[src/sv/scsc_pkg.sv]
// Shared types, codes and helper functions of the sparse circular separable convolution.
package scsc_pkg;

  localparam int MAX_AXIS_LEN_DEF = 64;
  localparam int MAX_POINTS_DEF   = 1024;

  localparam int SIZE_W  = 7;
  localparam int COORD_W = 6;
  localparam int VAL_W   = 24;
  localparam int KVAL_W  = 16;
  localparam int TIDX_W  = 6;
  localparam int PNUM_W  = 10;
  localparam int SUM_W   = 40;
  localparam int LIN_W   = 24;
  localparam int IN_DATA_W  = 88;
  localparam int OUT_DATA_W = 64;
  localparam int FRAC_BITS  = 14;

  localparam logic [63:0] SUM_MAX = 64'h0000_007F_FFFF_FFFF;
  localparam logic [63:0] SUM_MIN = 64'hFFFF_FF80_0000_0000;

  localparam logic [1:0] CMD_KLOAD = 2'd0;
  localparam logic [1:0] CMD_PLOAD = 2'd1;
  localparam logic [1:0] CMD_CLEAR = 2'd2;
  localparam logic [1:0] CMD_EVAL  = 2'd3;

  localparam logic [1:0] ST_OK      = 2'd0;
  localparam logic [1:0] ST_FULL    = 2'd1;
  localparam logic [1:0] ST_NOTSTOR = 2'd2;
  localparam logic [1:0] ST_BEYOND  = 2'd3;

  localparam logic [2:0] K_KLOAD  = 3'd0;
  localparam logic [2:0] K_PLOAD  = 3'd1;
  localparam logic [2:0] K_CLEAR  = 3'd2;
  localparam logic [2:0] K_EVAL   = 3'd3;
  localparam logic [2:0] K_BEYOND = 3'd4;
  localparam logic [2:0] K_NOP    = 3'd5;

  typedef logic [3:0][SIZE_W-1:0] sizes_t;

  typedef struct packed {
    logic [VAL_W-1:0]        val;
    logic [3:0][COORD_W-1:0] c;
  } point_t;

  typedef struct packed {
    logic [2:0]              kind;
    logic [1:0]              axis;
    logic [TIDX_W-1:0]       table_index;
    logic [KVAL_W-1:0]       kernel_value;
    point_t                  pt;
    logic [PNUM_W-1:0]       point_number;
  } cmd_t;

  // Q2.14 product, truncated and saturated to 16 bits.
  function automatic logic [KVAL_W-1:0] qmul(input logic [KVAL_W-1:0] a,
                                             input logic [KVAL_W-1:0] b);
    logic [31:0] p;
    p = (32'(a) * 32'(b)) >> FRAC_BITS;
    return (p > 32'h0000_FFFF) ? 16'hFFFF : p[KVAL_W-1:0];
  endfunction

endpackage

[src/sv/scsc_queue.sv]
// Two-entry command queue between the front end and the engine.
module scsc_queue (
  input  logic           clk,
  input  logic           rst,
  input  logic           in_valid,
  output logic           in_ready,
  input  scsc_pkg::cmd_t in_data,
  output logic           out_valid,
  input  logic           out_ready,
  output scsc_pkg::cmd_t out_data
);
  scsc_pkg::cmd_t slots [2];
  logic       wr_ptr, rd_ptr;
  logic [1:0] count;
  logic       push, pop;

  assign in_ready  = (count != 2'd2);
  assign out_valid = (count != 2'd0);
  assign out_data  = slots[rd_ptr];
  assign push = in_valid && in_ready;
  assign pop  = out_valid && out_ready;

  always_ff @(posedge clk) begin
    if (push) slots[wr_ptr] <= in_data;
  end

  always_ff @(posedge clk) begin
    if (rst) begin
      wr_ptr <= 1'b0;
      rd_ptr <= 1'b0;
      count  <= 2'd0;
    end else begin
      if (push) wr_ptr <= ~wr_ptr;
      if (pop) rd_ptr <= ~rd_ptr;
      count <= count + 2'(push) - 2'(pop);
    end
  end
endmodule

[config.mk]
export PLATFORM = sky130hd
export DESIGN_NAME = scsc_queue
export DESIGN_NICKNAME = d
export VERILOG_FILES = /design/src/sv/scsc_pkg.sv /design/src/sv/scsc_queue.sv
export SDC_FILE = /design/constraint.sdc
export NUM_CORES = 1
export LEC_CHECK = 0
export BUFFER_PORTS_ARGS = -buffer_cell sky130_fd_sc_hd__buf_2
export CORE_UTILIZATION = 45
export CTS_CLUSTER_SIZE = 12
export DETAILED_ROUTE_END_ITERATION = 12
export HOLD_SLACK_MARGIN = 0.08
export PLACE_DENSITY = 0.78
export SLEW_MARGIN = 40
export SYNTH_ARGS = -nofsm -noshare
export SYNTH_HDL_FRONTEND = slang
export SYNTH_SLANG_ARGS = --single-unit
[constraint.sdc]
create_clock -name clk -period 6.2 [get_ports clk]
set_input_delay 1.24 -clock clk [delete_from_list [all_inputs] [get_ports clk]]
set_output_delay 1.24 -clock clk [all_outputs]
set_load 0.02 [all_outputs]
# Word level (Yosys, flattened, before mapping)
# Memory sizes are Yosys's and may differ from the RTL's. A register that Yosys moved wholly into a read port is not among the register bits.
# Cells that the tools add are included.
# Widths: inputs -> output; s select.
[totals]
regBits = 4
ramBits = 170
input_bits = 89
out_inout_bits = 87
elab_cells = 16
memories = 1
[memory_table]
columns = ["name", "depth", "word_bits", "rd", "rd_clocked_by_memory_dff", "write_ports", "line", "source"]
rows = [
  ["slots", 2, 85, 1, 1, 1, "scsc_queue.sv:12", "scsc_pkg::cmd_t slots [2];"],
]
[op_classes]
n_addsub = 2
n_eq_ne = 1
muxes = 4
bitwise_logic = 2
n_reduce_logical = 3
[op_table]
columns = ["operator", "n"]
rows = [
  ["$mux 1", 4],
  ["$add 2x1->2", 1],
  ["$logic_and 1x1->1", 2],
  ["$ne 2x2->1 const B", 1],
  ["$not 1->1", 2],
  ["$reduce_bool 2->1", 1],
  ["$sub 2x1->2", 1],
]

# Logic depth before layout (Yosys ltp)
[logic_depth]
ltp_word = 4
ltp_mapped = 8
ltp_nobuf = 8

# Worst setup path before layout
# Ideal clock, no wire load.
[synth_path]
kind = "in2reg"
from = "in in_valid"
to = "mem slots[0][0] (netlist bit), enable pin"
setup_time_ps = 529
arrival_time_ps = 4874
t_required_ps = 5671
slack_ps = 797
path_stages = 2
n_path_buf = 0
path_cell_list = "nand2_1 -> nor2_1"
[synth_between]
elab_chain_len = 3
[synth_rtl]
columns = ["item", "line", "source"]
rows = [
  ["start, declared", "scsc_queue.sv:5", "input logic in_valid,"],
  ["$logic_and 1x1->1", "scsc_queue.sv:20", "assign push = in_valid && in_ready;"],
  ["$mux 1", "scsc_queue.sv:24", "if (push) slots[wr_ptr] <= in_data;"],
  ["$mux 1 (not written as such)", "scsc_queue.sv:24", ""],
  ["end, declared", "scsc_queue.sv:12", ""],
]
# Every way passes these cells.

==> flow_summary.toml <==
[setup_path]
crit_path_start_kind = "flop"
criticalPathCategory = "reg -> out"
critical_path.endpoint_type = "output pin"
regToRegStartpoint = "count[0]"
critPathMaxStageDelay_ps = 440
cp_top_family = "flip-flops"
r2r_cells = 4
cp_data_arrival_time_ps = 1690
crit_cells = 3
crit_fanout = 40
cp_slowest_cell = "dfxtp_4"
worstPathCellList = "buf_12 > mux2_1 > buf_2"
path_buf_inv = 2
cp_data_required_time_ps = 4960

[grt]
grt_pass1_vias = 3313
grt_pass1_wl_um = 16500
grt_overflow_total = 0
grt_max_degree = 42
track_usage = 0.153
antenna_found_initial = 0

[synth]
synth_simple_gate_area_frac = 0.00845
syn_avg_cell_area_sq_um = 22.1
ys.flop_type = "edfxtp_1"
syn-num-nets = 379
ys_types = 18
muxShareOfSynthArea = 0.152
ys_seq_area_frac = 0.817
synth_area_leaders = "edfxtp_1, mux2_1, mux2_2"
netlist.area_leader.share = 0.802
netlist_instances = 288
ys_top_cells_by_count = "edfxtp_1, mux2_1, mux2_2"
yosysMostFrequentCell = "edfxtp_1"
ys_ff_latch = 175
synth_compound_area_frac = 0.00118
synth-xor-area-share = 0.00413
yosys.area_share.adder = 0.00393
synth_edf_count = 170
synth.cell_area_sq_mm = 0.00637
ys_warn_count = 0
synth_top_family_by_area = "multiplexers"
synth_top_area_cell = "edfxtp_1"
async_flop_share = 0

[cells_and_area]
nets = 571
area_growth_pct = 26.8
final_area_sq_mm = 0.00808
antenna_cells = 0
fillerInstances = 1054
drive_above_1_share = 0.515

[die]
rows = 43
die_h_um = 121
die_area_sq_mm = 0.0146
coreArea_sq_mm = 0.0138
start_util = 0.461
io-pin-count = 176
die_w_um = 121

[job]
drv_cap = 0

[timing]
rsz0062_at_grt = "no"
relSlewSlack = 0.630
fin_setup_tns_ps = 0
fin_skew_ps = 8.14
maxSlewViolCount = 0
fin_crit_ps = 2930
fmax_mhz = 341
fin_crit_sh = 0.472
setup_violations = 0
finalHoldViolations = 0
worst_pin_slew_ps = 555

[drt]
vias_per_cell = 4.79
drt.antenna.violating_nets = 0
avgRoutedWirePerCell_um = 16.0
drc = 0
dr.pass1.iters = 4
wl_um = 10800
initialDrtViolationCount = 148
num_vias = 3224

[clocking]
clkSinkCount = 175
tritoncts = "done"
clock-root-buffer = "clkbuf_16"
insertion_delay_ps = 420
ctsResizeCount = 0
htreeDepth = 4
cts_hold_buf = 0
cts_setup_buffers = 0
cts_made_buffers = 17
clockBufferDepth = 2
cts.reportedPaths.clkPinSlew_ps = 70

[status]
outcome = "finished clean"

[power_and_ir_drop]
worst_ir_drop_vdd_uv = 235
pwr_density_cell_mw_per_mm2 = 417
p_leak_nw = 3.03

[worst_hold_path]
holdCritStartpoint = "rd_ptr"
min_path_cells = 2
hold_path_class = "reg -> reg"

[placed_design]
gp_congestion = 0.709
hpwl_um = 7260
port_buffers = 175
postPlaceCellArea_sq_mm = 0.00752
-- power breakdown --
| part | internal (W) | switching, W | total [W] |
|---|---|---|---|
| logic | 0.000332 | 0.000516 | 0.000848 |
| clock network | 0.000557 | 0.000436 | 0.000993 |
| registers | 0.00149 | 0.0000452 | 0.00153 |
| total | 0.00237 | 0.000997 | 0.00337 |
-- through the flow --
stage / utilization / std cells / setup slack [ps] / power (W) / hold slack, ps
6_report: 0.584 / 673 / 3270 / 0.00337 / 528
5_1_grt: 0.584 / 673 / 3200 / 0.00352 / 579
4_1_cts: 0.584 / 673 / 3240 / 0.00341 / 534
3_5_place_dp: 0.544 / 641 / 3290 / 0.00242 / 517
3_3_place_gp: 0.537 / 636 / 2920 / 0.00236 / 494
2_1_floorplan: - / 288 / 797 / 0.00214 / 481
-- cell usage in the layout (no fill, tap or decap) --
cell type and instances:
xnor2_1 2, buf_12 4, and3_4 1, ha_1 2, edfxtp_1 170, xor2_1 1, nand2_1 1, clkinv_2 4
o21a_1 1, or2_2 1, mux2_2 36, buf_8 1, dfxtp_1 4, nor2_1 4, clkbuf_16 17, bufinv_16 1
clkinv_4 1, inv_1 1, buf_2 175, nand2b_1 1, clkinvlp_4 3, nor2_4 1, buf_4 2, nor2b_1 2
inv_6 6, mux2_1 50, dfxtp_4 1
-- layer usage --
metal  routed length (um)  part of all wire  global-route usage  up-vias
met5                    0                 0                   0        -
met3                  718             0.067              0.0508       14
met2                 5460              0.51               0.247      113
met4                  186             0.017              0.0718        0
met1                 4390              0.41               0.184     1571
li1                     -                 -                   -     1526
-- path summary, 6_finish.rpt --
check,end,slack [ps]
max reg2reg,slots[0][43],4140
min reg2reg,flop,530
max,out_data[47],3270
min,flop,530
-- tightest hold or removal path, cell delays in order (launching register included) --
cell	delay [ps]
dfxtp_1	330
xnor2_1	90
nor2_1	80
-- cells by family (layout without fill, tap and decap cells) --
group                      Yosys count  after routing
muxes                               86             86
and+or+nand+nor                     11             11
AOI/OAI and AO/OA                    1              1
buffers and inverters               10            215
adders and majority gates            2              2
xor gates and xnor gates             3              3
DFF                                175            175
-- state kept, by name, summed over array words and instances, names as in the netlist, named ones only --
name    count
slots     170
rd_ptr      1
count       2
wr_ptr      1
-- layout make-up --
class	count	area, sq um	share of cell area
repair buffers	182	986	0.122
well taps	180	225	0.0279
clock inverters	15	134	0.0166
flip-flops and latches	175	5210	0.645
inverters	1	3.75	0.000465
multi-input cells	103	1090	0.135
clock buffers	17	425	0.0527
Note: power is estimated with default switching activity, not from simulation.
