$ cat config.mk
export PLATFORM = sky130hd
export DESIGN_NAME = scsc_front
export DESIGN_NICKNAME = d
export VERILOG_FILES = /design/src/sv/scsc_pkg.sv /design/src/sv/scsc_front.sv
export SDC_FILE = /design/constraint.sdc
export NUM_CORES = 1
export LEC_CHECK = 0
export ABC_AREA = 1
export BUFFER_PORTS_ARGS = -buffer_cell sky130_fd_sc_hd__buf_2
export CAP_MARGIN = 10
export CORE_AREA = 10 10 90 72
export DETAILED_ROUTE_END_ITERATION = 10
export DIE_AREA = 0 0 100 82
export PLACE_DENSITY = 0.79
export SLEW_MARGIN = 20
export SYNTH_ARGS = -nofsm -noshare
export SYNTH_HDL_FRONTEND = slang
export SYNTH_SLANG_ARGS = --single-unit
$ cat constraint.sdc
create_clock -name vclk -period 1.81
set_clock_uncertainty 0.2 [all_clocks]
set_input_delay 0.2715 -clock vclk [all_inputs]
set_output_delay 0.2715 -clock vclk [all_outputs]
set_load 0.01 [all_outputs]
$ cat src/sv/scsc_pkg.sv
// Shared types, codes and helper functions of the sparse circular separable convolution.
package scsc_pkg;

  localparam int MAX_AXIS_LEN_DEF = 64;
  localparam int MAX_POINTS_DEF   = 1024;

  localparam int SIZE_W  = 7;
  localparam int COORD_W = 6;
  localparam int VAL_W   = 24;
  localparam int KVAL_W  = 16;
  localparam int TIDX_W  = 6;
  localparam int PNUM_W  = 10;
  localparam int SUM_W   = 40;
  localparam int LIN_W   = 24;
  localparam int IN_DATA_W  = 88;
  localparam int OUT_DATA_W = 64;
  localparam int FRAC_BITS  = 14;

  localparam logic [63:0] SUM_MAX = 64'h0000_007F_FFFF_FFFF;
  localparam logic [63:0] SUM_MIN = 64'hFFFF_FF80_0000_0000;

  localparam logic [1:0] CMD_KLOAD = 2'd0;
  localparam logic [1:0] CMD_PLOAD = 2'd1;
  localparam logic [1:0] CMD_CLEAR = 2'd2;
  localparam logic [1:0] CMD_EVAL  = 2'd3;

  localparam logic [1:0] ST_OK      = 2'd0;
  localparam logic [1:0] ST_FULL    = 2'd1;
  localparam logic [1:0] ST_NOTSTOR = 2'd2;
  localparam logic [1:0] ST_BEYOND  = 2'd3;

  localparam logic [2:0] K_KLOAD  = 3'd0;
  localparam logic [2:0] K_PLOAD  = 3'd1;
  localparam logic [2:0] K_CLEAR  = 3'd2;
  localparam logic [2:0] K_EVAL   = 3'd3;
  localparam logic [2:0] K_BEYOND = 3'd4;
  localparam logic [2:0] K_NOP    = 3'd5;

  typedef logic [3:0][SIZE_W-1:0] sizes_t;

  typedef struct packed {
    logic [VAL_W-1:0]        val;
    logic [3:0][COORD_W-1:0] c;
  } point_t;

  typedef struct packed {
    logic [2:0]              kind;
    logic [1:0]              axis;
    logic [TIDX_W-1:0]       table_index;
    logic [KVAL_W-1:0]       kernel_value;
    point_t                  pt;
    logic [PNUM_W-1:0]       point_number;
  } cmd_t;

  // Q2.14 product, truncated and saturated to 16 bits.
  function automatic logic [KVAL_W-1:0] qmul(input logic [KVAL_W-1:0] a,
                                             input logic [KVAL_W-1:0] b);
    logic [31:0] p;
    p = (32'(a) * 32'(b)) >> FRAC_BITS;
    return (p > 32'h0000_FFFF) ? 16'hFFFF : p[KVAL_W-1:0];
  endfunction

endpackage

$ cat src/sv/scsc_front.sv
// Front end: unpacks an input word and classifies the command.
module scsc_front #(
  parameter int MAX_AXIS_LEN = scsc_pkg::MAX_AXIS_LEN_DEF
) (
  input  logic [scsc_pkg::IN_DATA_W-1:0] tdata,
  input  logic [1:0]                     tuser,
  input  scsc_pkg::sizes_t               sizes,
  output scsc_pkg::cmd_t                 cmd
);
  localparam int TAB_LEN = MAX_AXIS_LEN / 2 + 1;

  logic beyond;

  always_comb begin
    cmd.axis         = tdata[1:0];
    cmd.table_index  = tdata[7:2];
    cmd.kernel_value = tdata[23:8];
    cmd.pt.c[0]      = tdata[29:24];
    cmd.pt.c[1]      = tdata[35:30];
    cmd.pt.c[2]      = tdata[41:36];
    cmd.pt.c[3]      = tdata[47:42];
    cmd.pt.val       = tdata[71:48];
    cmd.point_number = tdata[81:72];
    beyond = 1'b0;
    for (int a = 0; a < 4; a++) begin
      if ({1'b0, cmd.pt.c[a]} >= sizes[a]) beyond = 1'b1;
    end
    case (tuser)
      scsc_pkg::CMD_KLOAD: begin
        cmd.kind = (32'(cmd.table_index) >= TAB_LEN) ? scsc_pkg::K_BEYOND : scsc_pkg::K_KLOAD;
      end
      scsc_pkg::CMD_PLOAD: begin
        if (beyond) cmd.kind = scsc_pkg::K_BEYOND;
        else if (cmd.pt.val == '0) cmd.kind = scsc_pkg::K_NOP;
        else cmd.kind = scsc_pkg::K_PLOAD;
      end
      scsc_pkg::CMD_CLEAR: cmd.kind = scsc_pkg::K_CLEAR;
      default: cmd.kind = scsc_pkg::K_EVAL;
    endcase
  end
endmodule

=== Yosys cells after proc, flatten, opt, wreduce, memory -nomap -nowiden ===
Index checks and enable logic that the tools add are counted.

* Register bits after elaboration: 0
* Bits of input ports: 118
* Logic and storage cells: 17

* Muxes and demuxes: 8
* Reductions and logical operators: 2
* Eq/ne operators: 2
* Order comparisons: 5

{| class="wikitable"
|+ Operators with widths
! cell !! count
|-
| >= comparator 6 x 7 -> 1 bit || 4
|-
| zero test 24 bit || 1
|-
| two-way mux 3 bit || 3
|-
| one-hot mux 3 bit (3 select lines) || 1
|-
| >= comparator 6 bit, second input constant || 1
|-
| two-way mux 1 bit || 4
|-
| == test 2 x 1 -> 1 bit, second input constant || 1
|-
| == test 2 bit, second input constant || 1
|-
| zero test 2 bit || 1
|}

=== Longest topological paths before layout ===
Gate-level depths: netlist (run 1).

* Depth after elaboration: 7
* Depth in mapped cells: 12

=== Least setup slack after synthesis (run 1) ===
No wires, ideal clock.

* Path type: input -> output
* Start point: in sizes[26] (netlist name)
* End point: out cmd[82] (netlist name)
* Path buffers: 0
* Required time: 1339 ps
* Path slack: 107 ps
* Arrival: 1231 ps
* Stages: 9
* Path through: inv_1 -> ha_1 -> a21oi_1 -> nand2_1 -> nand2_1 -> nand3_1 -> nor2_2 -> nand2_1 -> o21ai_2

{| class="wikitable"
|+ RTL lines
! what !! RTL line !! source
|-
| start, declared || scsc_front.sv:7 || <nowiki>input scsc_pkg::sizes_t sizes,</nowiki>
|-
| end, declared || scsc_front.sv:8 || <nowiki>output scsc_pkg::cmd_t cmd</nowiki>
|}

==> results of run 1 <==
## what timing repair did
action,4_1_cts,5_1_grt
gates resized for setup,46,20
buffers inserted,0,0
setup endpoints to repair,2,2
pin swaps,31,21
## power breakdown
group | internal, W | switching [W] | leakage, nW | total [W]
Sequential | 0 | 0 | 0 | 0
Clock | 0 | 0 | 0 | 0
Combinational | 0.000238 | 0.000229 | 1.18 | 0.000467
Total | 0.000238 | 0.000229 | 1.18 | 0.000467
## how the worst min path moves through the flow
stage               from       to  slack, ns  cells past startpoint
2_1_floorplan  tdata[72]   cmd[0]       0.43                      1
3_3_place_gp    tdata[9]  cmd[59]       0.34                      0
3_5_place_dp    tdata[9]  cmd[59]       0.34                      0
4_1_cts         tdata[9]  cmd[59]       0.34                      0
5_1_grt        tdata[23]  cmd[73]       0.34                      0
6_report       tdata[11]  cmd[61]       0.34                      0
## placed cells by master, fill, tap and decap left out, types with 7 or more instances in the layout
master and instances:
nand2_2 10, ha_1 11, inv_2 10, inv_1 26, buf_2 128, nor2_1 21
ha_4 13, inv_4 7, buf_6 12, nand2_1 33
## through the flow
step | instances | setup slack [ns] | hold slack [ns]
4_1_cts | 359 | -0.123 | 0.343
6_report | 359 | -0.104 | 0.343
2_1_floorplan | 239 | 0.107 | 0.435
5_1_grt | 359 | -0.247 | 0.343
3_3_place_gp | 359 | -0.204 | 0.343
3_5_place_dp | 359 | -0.216 | 0.343
## layer usage
metal,GRT usage (%),part of all wire [%],vias to the layer above
met1,9.96,35,614
li1,-,-,760
met3,3.61,9.8,6
met2,19.8,54,81
met5,0,0,-
met4,1.27,0.99,0
## cells by family after synthesis
kind of cell    Yosys count  synth area share (%)
fa+ha+maj                24                  20.5
simple gates             77                  21.6
buf+inv                 127                  53.6
compound gates           11                  4.19
## cells in the mapped netlist
| master | instances | area (sq um) |
|---|---|---|
| inv_2 | 2 | 7.51 |
| clkinv_1 | 1 | 3.75 |
| o21ai_2 | 1 | 8.76 |
| a21o_1 | 1 | 7.51 |
| nand2_1 | 42 | 158 |
| clkbuf_1 | 1 | 3.75 |
| inv_1 | 41 | 154 |
| or2_2 | 1 | 6.26 |
| nand2_2 | 1 | 6.26 |
| nand4_1 | 3 | 18.8 |
| nor2_2 | 2 | 12.5 |
| a21oi_1 | 6 | 30.0 |
| o21ai_1 | 2 | 10.0 |
| buf_4 | 82 | 616 |
| nand3_1 | 4 | 20.0 |
| nor2_1 | 22 | 82.6 |
| nor3_1 | 1 | 5.00 |
| o21ai_0 | 1 | 5.00 |
| ha_1 | 24 | 300 |
| nor3b_1 | 1 | 7.51 |
## final cells by class
| class | count | area (sq um) |
|---|---|---|
| Timing Repair Buffer | 143 | 798 |
| Multi-Input combinational cell | 112 | 897 |
| Inverter | 44 | 183 |
| Tap cell | 60 | 75.1 |
| Fill cell | 506 | 2810 |
==> impl_metrics.ini, run 1 <==
[status]
status = finished, violations left
violations = negative setup slack

[timing]
fin_crit_ns = 1.91
fmax_ghz = 0.522
drv_slew = 0
slew-limit-headroom_pct = 86.2
fin_tns_setup_ns = -0.205
report.final.setup_viol = 2
hold_violations = 0
max_slew.worst_pin.slew_ns = 0.204
setup_slack_ns = -0.104
finalCritPeriodShare_pct = 106
rsz0062_at_grt = true

[clock_network]
hold_buffers = 0

[power_and_ir_drop]
p_leak_nw = 1.18
p_per_area_nw_per_um2 = 239
ir_drop_mv = 0.110
finalPower_w = 0.000467

[global_route]
grt_overflow = 0
antenna_found_initial = 0
grt_pass1_wl_um = 7110
grt_pass1_vias = 1695
track_usage_pct = 9.93
grt_max_degree = 5

[logic_synthesis]
synth.distinct_cells = 20
avgSynthCellArea_sq_um = 6.12
synth-seq-area-share_pct = 0
syn_inst = 239
syn_area_sq_um = 1460
syn_nets = 381
ys_warn_count = 0

[placement]
io_buffers = 141
place_area_sq_um = 1640
place_congestion = 0.765
hpwl_um = 4100

[setup_path]
cp.depth = 12
required_ns = 1.34
startpoint_type = input pin
crit_family = simple AND/OR/NAND/NOR gates
cpMostUsedCell = nand2_1
cp_max_fo = 2
crit_chain = buf_6 > inv_2 > ha_4 > a21oi_2 > nand2_1 > nand2_2 > nand3_2 > nor2_4 > nand3_1 > nand2_1 > inv_1 > buf_2
endpoint_kind = primary output
critPathKind = input pin to primary output
critPathMaxStageDelay_ns = 0.21
critPathLaunch = sizes[9]
endpoint = cmd[84]
critical_path_buf_inv_count = 4
cp.arrival_ns = 1.44
critPathSlowestCell = ha_4

[final_layout]
syn_to_final_growth_pct = 33.5
layout.nets = 443
n_clock_buffer = 0
final_core_util_pct = 41.0
seq_cells = 0
final_area_sq_um = 1950
drive_gt1_share_pct = 64.5
regArea_sq_um = 0
num_antenna_cells = 0

[route]
drc_errors = 0
drt-total-wl_um = 4660
drtIter0Drc = 12
vias_per_cell = 4.07
ant_nets = 0
wl_per_cell_um = 13.0
first_pass_iters = 4
vias = 1461

[die]
rows = 22
io_pins = 203
start_util_pct = 30.7
dieArea_sq_um = 8200
coreArea_sq_um = 4760
die_y_um = 82
die_w_um = 100

[flow_run]
cap_violations = 0

[worst_hold_path]
hold_class = input pin to primary output
Note: power is estimated with default switching activity, not from simulation.
==> run 2, diff against run 1 <==
==> constraint.sdc (replaced) <==
create_clock -name vclk -period 2.15
set_clock_uncertainty 0.2 [all_clocks]
set_input_delay 0.3225 -clock vclk [all_inputs]
set_output_delay 0.3225 -clock vclk [all_outputs]
set_load 0.01 [all_outputs]
==> impl_metrics.ini, run 2 (synthesized netlist as in run 1, its figures left out) <==
[timing]
max_slew.worst_pin.slew_ns = 0.253
finalCritPeriodShare_pct = 94.1
hold_slack_ns = 0.445
drv_slew = 0
fmax_ghz = 0.494
fin_crit_ns = 2.02
fin_tns_setup_ns = 0
report.final.setup_viol = 0
rsz0062_at_grt = true
hold_violations = 0
slew-limit-headroom_pct = 83.0

[placement]
place_area_sq_um = 1620
io_buffers = 141
dp.cells = 357
hpwl_um = 4110
place_congestion = 0.788

[route]
drt-total-wl_um = 4570
drc_errors = 0
ant_nets = 0
drtIter0Drc = 15
vias_per_cell = 4.08
first_pass_iters = 4
wl_per_cell_um = 12.8
vias = 1456

[power_and_ir_drop]
p_per_area_nw_per_um2 = 196
finalPower_w = 0.000359
ir_drop_mv = 0.0981
p_leak_nw = 1.16

[setup_path]
cp_max_fo = 2
cp.arrival_ns = 1.50
required_ns = 1.63
critPathKind = input pin to primary output
startpoint_type = input pin
endpoint_kind = primary output

[clock_network]
post_cts_buffers = 0
hold_buffers = 0

[die]
die_w_um = 100
dieArea_sq_um = 8200
rows = 22
coreArea_sq_um = 4760
io_pins = 203
die_y_um = 82
start_util_pct = 30.7

[final_layout]
fillers = 512
n_clock_buffer = 0
layout_common_cells = buf_2, nand2_1, inv_1
final_area_sq_um = 1830
layout.nets = 441
instances_no_fill = 357
drive_gt1_share_pct = 59.3
num_antenna_cells = 0
layout_commonest_cell = buf_2
regArea_sq_um = 0
multi_input_comb_area_sq_um = 853
syn_to_final_growth_pct = 25.1
seq_cells = 0

[global_route]
grt_pass1_wl_um = 6400
antenna_found_initial = 0
grt_max_degree = 5
grt_overflow = 0
track_usage_pct = 8.83
grt_pass1_vias = 1549

[worst_hold_path]
min_to = cmd[61]
hold_start = tdata[11]
hold_class = input pin to primary output
holdPathStages = 0

[status]
status = finished clean

[flow_run]
cap_violations = 0
## run 2: changes by cell type in the layout (fill, tap and decap cells not counted), sizes merged
| cell | delta |
|---|---|
| buf | -2 |
## run 2: worst max path at each step
stage	startpoint	endpoint	slack, ns	cells past startpoint
2_1_floorplan	sizes[26]	cmd[82]	0.35	9
3_3_place_gp	tdata[34]	cmd[82]	0.03	12
3_5_place_dp	tdata[34]	cmd[82]	0.03	12
4_1_cts	tdata[34]	cmd[82]	0.03	12
5_1_grt	tdata[31]	cmd[82]	-0.02	12
6_report	tdata[30]	cmd[82]	0.13	13
## run 2: worst max-delay path, cell delays in order
cell	delay (ns)
buf_2	0.09
inv_1	0.04
ha_1	0.28
inv_1	0.05
nand2_1	0.04
nand2_1	0.06
nand2_1	0.06
nand2_2	0.07
nand3_2	0.08
nor2_4	0.10
nand2_1	0.07
o21ai_2	0.10
buf_2	0.14
## run 2: what timing repair did
action | 4_1_cts | 5_1_grt
gates resized for setup | 0 | 36
setup endpoints to repair | 0 | 2
endpoints found under the hold margin | 0 | 0
## run 2: metal layers
| metal | vias to the layer above | track usage, % | wire, um |
|---|---|---|---|
| met2 | 83 | 17.2 | 2450 |
| li1 | 757 | - | - |
| met5 | - | 0 | 0 |
| met1 | 610 | 8.63 | 1570 |
| met3 | 6 | 4.28 | 506 |
| met4 | 0 | 0.986 | 46 |
## run 2: per-stage QoR
stage / util [%] / setup WS, ns
detailed placement: 34.1 / 0.0289
CTS: 34.1 / 0.0278
global placement: 34.1 / 0.0258
floorplan: - / 0.345
finish: 38.4 / 0.128
global route: 38.4 / -0.0157
## run 2: final cells by class
class / instances / area share (%)
multi-input combinational: 112 / 46.6
timing repair buffer: 141 / 40.3
tap: 60 / 4.10
inverter: 44 / 9.02
## run 2: report_power, final
part | total [W] | internal, W | switching, W
combinational | 0.000359 | 0.000177 | 0.000182
clock | 0 | 0 | 0
sequential | 0 | 0 | 0
total | 0.000359 | 0.000177 | 0.000182
